$ cat src/sv/joint_pid_velocity_command_defines.svh
// ----------------------------------------------------------------------------
// joint_pid_velocity_command_defines
// Assertion macros shared by the joint velocity controller RTL.
// ----------------------------------------------------------------------------
`ifndef JOINT_PID_VELOCITY_COMMAND_DEFINES_SVH
`define JOINT_PID_VELOCITY_COMMAND_DEFINES_SVH

// same-cycle implication, sampled on clk, off during reset
`define JPVC_ASSERT_NOW(label, ante, cons, msg) \
  label: assert property (@(posedge clk) disable iff (!rst_n) (ante) |-> (cons)) \
    else $error(msg);

// next-cycle implication, sampled on clk, off during reset
`define JPVC_ASSERT_NEXT(label, ante, cons, msg) \
  label: assert property (@(posedge clk) disable iff (!rst_n) (ante) |=> (cons)) \
    else $error(msg);

`endif

$ cat src/sv/jpvc_pkg.sv
// ----------------------------------------------------------------------------
// jpvc_pkg
// Widths, constants and shared types of the joint velocity controller.
// ----------------------------------------------------------------------------
`timescale 1ns / 1ps

package jpvc_pkg;

  // joint count and per-joint store addressing
  localparam int JOINTS = 8;
  localparam int MEM_AW = (JOINTS > 1) ? $clog2(JOINTS) : 1;

  // field widths
  localparam int IDX_W   = 3;
  localparam int POS_W   = 32;
  localparam int VEL_W   = 18;
  localparam int INTEG_W = 18;
  localparam int GAIN_W  = 16;
  localparam int RATE_W  = 10;
  localparam int LIM_W   = 64;
  localparam int LIMF_W  = 16;

  // stream payload widths
  localparam int IN_TDATA_W  = 72;
  localparam int OUT_TDATA_W = 56;

  // configuration port
  localparam int CFG_IDX_W  = 3;
  localparam int CFG_DATA_W = 64;

  typedef logic [CFG_IDX_W-1:0] cfg_idx_t;
  localparam cfg_idx_t REG_GAIN_P      = 3'd0;
  localparam cfg_idx_t REG_GAIN_D      = 3'd1;
  localparam cfg_idx_t REG_GAIN_I      = 3'd2;
  localparam cfg_idx_t REG_RATE_HZ     = 3'd3;
  localparam cfg_idx_t REG_PERIOD_FRAC = 3'd4;
  localparam cfg_idx_t REG_LIMITS_LO   = 3'd5;
  localparam cfg_idx_t REG_LIMITS_HI   = 3'd6;

  // register reset values
  localparam logic [GAIN_W-1:0] RST_GAIN_P      = 16'd1280;
  localparam logic [GAIN_W-1:0] RST_GAIN_D      = 16'd128;
  localparam logic [GAIN_W-1:0] RST_GAIN_I      = 16'd26;
  localparam logic [RATE_W-1:0] RST_RATE_HZ     = 10'd20;
  localparam logic [GAIN_W-1:0] RST_PERIOD_FRAC = 16'd3277;
  localparam logic [LIM_W-1:0]  RST_LIMITS_LO   = 64'd1152939097061327258;
  localparam logic [LIM_W-1:0]  RST_LIMITS_HI   = 64'd1152939097061330944;

  // tolerances in Q16.16
  localparam logic signed [POS_W-1:0] REACH_TOL = 32'sd1310;
  localparam logic signed [POS_W-1:0] INTEG_TOL = 32'sd6553;
  localparam logic signed [INTEG_W:0] INTEG_MAX = 19'sd65536;
  localparam logic [16:0]             VEL_MAX   = 17'd65536;

  // per-joint store write request
  typedef struct packed {
    logic                        we;
    logic [MEM_AW-1:0]           addr;
    logic signed [INTEG_W-1:0]   integ;
    logic signed [POS_W-1:0]     err;
  } mem_wr_t;

  // per-joint store read data
  typedef struct packed {
    logic signed [INTEG_W-1:0]   integ;
    logic signed [POS_W-1:0]     err;
  } mem_rd_t;

endpackage

$ cat src/sv/jpvc_state_mem.sv
// ----------------------------------------------------------------------------
// jpvc_state_mem
// Per-joint integral and last-error store: one synchronous memory with a
// registered read, plus per-entry valid bits so that a restart clears all.
// ----------------------------------------------------------------------------
`timescale 1ns / 1ps

module jpvc_state_mem (
  input  logic                      clk,
  input  logic                      rst_n,
  input  logic                      clear_all,
  input  logic                      rd_en,
  input  logic [jpvc_pkg::MEM_AW-1:0] rd_addr,
  output jpvc_pkg::mem_rd_t         rd_data,
  input  jpvc_pkg::mem_wr_t         wr
);
  import jpvc_pkg::*;

  localparam int ENTRY_W = INTEG_W + POS_W;

  logic [ENTRY_W-1:0] mem_r [JOINTS];
  logic [JOINTS-1:0]  valid_r;
  logic [ENTRY_W-1:0] rd_word_r;
  logic               rd_ok_r;

  // memory write port
  always_ff @(posedge clk) begin
    if (wr.we) begin
      mem_r[wr.addr] <= {wr.integ, wr.err};
    end
  end

  // memory read port, registered
  always_ff @(posedge clk) begin
    if (rd_en) begin
      rd_word_r <= mem_r[rd_addr];
    end
  end

  // valid bits: cleared by reset or restart, set on write
  always_ff @(posedge clk) begin
    if (!rst_n) begin
      valid_r <= '0;
      rd_ok_r <= 1'b0;
    end else begin
      if (clear_all) begin
        valid_r <= '0;
      end
      if (wr.we) begin
        valid_r[wr.addr] <= 1'b1;
      end
      if (rd_en) begin
        rd_ok_r <= valid_r[rd_addr] & ~clear_all;
      end
    end
  end

  // an entry never written since the last clear reads as zero
  assign rd_data = rd_ok_r ? mem_rd_t'(rd_word_r) : '0;

endmodule

$ cat config.mk
export PLATFORM = sky130hd
export DESIGN_NAME = jpvc_state_mem
export DESIGN_NICKNAME = d
export VERILOG_FILES = /design/src/sv/joint_pid_velocity_command_defines.svh /design/src/sv/jpvc_pkg.sv /design/src/sv/jpvc_state_mem.sv
export SDC_FILE = /design/constraint.sdc
export NUM_CORES = 1
export LEC_CHECK = 0
export ABC_AREA = 1
export BUFFER_PORTS_ARGS = -buffer_cell sky130_fd_sc_hd__buf_2
export CAP_MARGIN = 20
export CORE_MARGIN = 4
export CORE_UTILIZATION = 54
export DETAILED_ROUTE_END_ITERATION = 6
export PLACE_DENSITY = 0.75
export SYNTH_ARGS = -nofsm -noshare
export SYNTH_HDL_FRONTEND = slang
export SYNTH_SLANG_ARGS = --single-unit
$ cat constraint.sdc
create_clock -name clk -period 2.7 [get_ports clk]
set_input_delay 0.135 -clock clk [delete_from_list [all_inputs] [get_ports clk]]
set_output_delay 0.135 -clock clk [all_outputs]
set_load 0.02 [all_outputs]
==> key figures <==
STA
  – Final worst path period need: 2.09 ns
  – Fmax achieved: 0.479 GHz
  – Relative slew slack: 31.5%
  – Final Setup Violations: 0
  – RSZ-0062 raised after global routing: false
  – Tcrit/Tclk final: 77.3%
  – Max-slew violations: 0
  – Clk_skew: 0.0140 ns
  – Slew @ Worst Pin: 1.03 ns
  – Hold Violations, Final: 0
  – Final setup margin: 0.613 ns

Routing
  – Wire length per cell: 19.3 um
  – Via count of the routed design: 10,947
  – Vias per cell: 5.53
  – Remaining antenna violation count: 0
  – DRC: 0
  – Initial DRC count: 1,140
  – Initial DRT Pass Iterations: 5
  – Post-Route WL: 38,100 um

Critical path
  – Startpoint types: register
  – Bufs and invs on worst path: 3
  – WP depth: 4
  – Worst path cell trace: buf_4 > nand2_1 > inv_1 > buf_2
  – Reg2reg start: rd_ok_r
  – Reg-to-Reg End: rd_ok_r
  – Critical path data arrival time: 1.95 ns
  – Worst Setup End Kind: output port
  – FF-to-FF setup slack: 1.48 ns
  – CP peak stage delay: 0.81 ns
  – CP max stage cell: dfxtp_2
  – R2R cell count: 2
  – Crit path max-delay family: flip-flops
  – Max FO, Critical Path: 25
  – Worst endpoint required time: 2.57 ns
  – Worst setup path class: register to output port

Cells and area
  – Finished Cell Area: 20,600 um^2
  – # nets final: 1,564
  – Most common cell after layout, fill and taps aside: edfxtp_1
  – Non-Filler Instances: 1,978
  – Area Overhead vs Synth: 16.6%
  – Most frequent cells in the layout: edfxtp_1, nand2_1, nor2_1, o21ai_0, buf_2
  – Share of layout cells above drive strength 1: 13.4%

Synthesis
  – Post-synthesis adder-cell area fraction: 0%
  – Post-Syn Nets: 1,414
  – Largest family of logic cells by synthesized area: compound AO/OA/AOI/OAI gates
  – Synth Register Bits: 459
  – Synth Area in XOR/XNOR: 0%
  – Post-synthesis simple-gate area fraction: 9.38%
  – Seq/Total Area, Yosys: 77.3%
  – Yosys warns: 0
  – Mux share of post-synthesis cell area: 0%
  – Synth Area in Compound Gates: 9.44%
  – Cell area after synthesis: 17,700 um^2
  – Mean Syn Cell Area: 13.1 um^2
  – Mapped Cells: 1,353
  – Distinct cells, synth: 16

Floorplanning
  – Die Ht: 189 um
  – Core Region: 32,500 um^2
  – Area of the die: 35,800 um^2
  – IO Count: 111
  – Die Span X: 189 um
  – Initial Utilization: 54.6%
  – FP Rows: 66

Clocking
  – CTS tree: done
  – Clock Tree Root: clkbuf_16
  – Clk sink count: 459
  – Htree depth: 2
  – CTS Buf Count: 44
  – Clk buf depth: 3
  – Clock Pin Slew Worst Setup and Hold Paths: 0.06 ns
  – Clk_lat worst skew: 0.54 ns

Power
  – Max VDD drop: 0.000535 V
  – Pwr dens: 723 nW/um^2
  – Total power: 14.9 mW
  – Leakage power: 7.58 nW

Placement
  – DP Wirelength: 20,100 um
  – Gp weighted congestion: 0.765
  – Cells after DPL: 1,847
  – Setup WS pre-CTS: 0.945 ns
  – IO buf count: 110
  – Placed cell areas: 18,800 um^2

GRT
  – Met1 usage: 28.0%
  – Initial antenna violation count: 3
  – Global Route Usage Sum: 21.2%
  – Vias in the first global route: 10,949
  – GR Util met2: 36.4%
  – Global-route wire length before repair: 59,600 um
  – Remaining Overflow, GRT: 0
  – Largest net degree at the start of global routing: 205
  – Gr busiest metal: met2
  – Met3 Use GR: 3.56%

Hold path
  – Hold endpoint: rd_word_r[35]
  – HP Start: rd_en
  – HP Class: input port to register
  – Hold Path Cell Cnt: 1

Run
  – Max_cap viols: 0

Status
  – Outcome: finished, final reports clean
## Yosys cell counts
library cell,n,area share (%)
inv_2,2,0.042
o22ai_1,100,3.5
inv_1,57,1.2
nor2_1,220,4.7
clkbuf_1,42,0.89
buf_6,14,0.89
inv_4,1,0.035
buf_2,27,0.76
o21ai_1,60,1.7
nand3_1,5,0.14
a21oi_1,9,0.25
clkinv_1,1,0.021
o21ai_0,140,4.0
dfxtp_1,9,1.0
edfxtp_1,450,76
nand2_1,216,4.6
## power breakdown
group,switching [mW],internal (mW),total [mW],leakage [nW]
Sequential,0.0708,8.12,8.19,4.20
Combinational,0.612,0.293,0.905,2.72
Clock,2.46,3.37,5.84,0.665
## cells by family (layout without fill, tap and decap cells)
logic type | after synthesis | in the layout
flops | 459 | 459
simple gates | 441 | 441
buf+inv | 144 | 324
other cells | 0 | 3
compound gates | 309 | 309
## flip-flops by register name, indices dropped and copies added (netlist names)
| register | flops |
|---|---|
| rd_ok_r | 1 |
| mem_r | 400 |
| valid_r | 8 |
| rd_word_r | 50 |
## worst max-delay path by stage
| stage | end | slack, ns | start |
|---|---|---|---|
| final | rd_data[47] | 0.61 | rd_ok_r |
| after detailed placement | mem_r[7][10] | 0.94 | wr[50] |
| after global routing | rd_data[48] | 0.49 | rd_ok_r |
| after floorplan | mem_r[3][0] | -0.20 | wr[51] |
| after CTS | rd_data[47] | 0.56 | rd_ok_r |
| after global placement | rd_word_r[22] | 0.96 | rd_addr[1] |
## per-stage QoR
stage / util, % / hold slack [ns] / TNS, ns
after floorplan: - / 0.234 / -48.78
after CTS: 63.6 / 0.0787 / 0
after detailed placement: 57.8 / 0.407 / 0
final: 63.6 / 0.0810 / 0
after global routing: 63.6 / 0.0865 / 0
after global placement: 57.8 / 0.402 / 0
## layer usage
layer  part of all wire, %  vias up
met5                     0        -
met4                   2.0        0
met3                   6.6       72
met2                    51      384
met1                    40     5344
li1                      -     5147
## final cells by class
| type | count | area [um^2] |
|---|---|---|
| flip-flops and latches | 459 | 13700 |
| multi-input cells | 750 | 3390 |
| fillers | 2378 | 11800 |
| repair buffers | 187 | 1410 |
| well taps | 442 | 553 |
| diodes | 3 | 7.51 |
| clock buffers | 53 | 1130 |
| inverters | 61 | 235 |
| clock inverters | 23 | 223 |
## timing repair
item	in CTS	in global routing
buffers inserted	0	0
resized for setup	0	0
hold buffers	52	0
hold endpoints to repair	409	0
No activity file was read; power rests on OpenSTA's default activity.
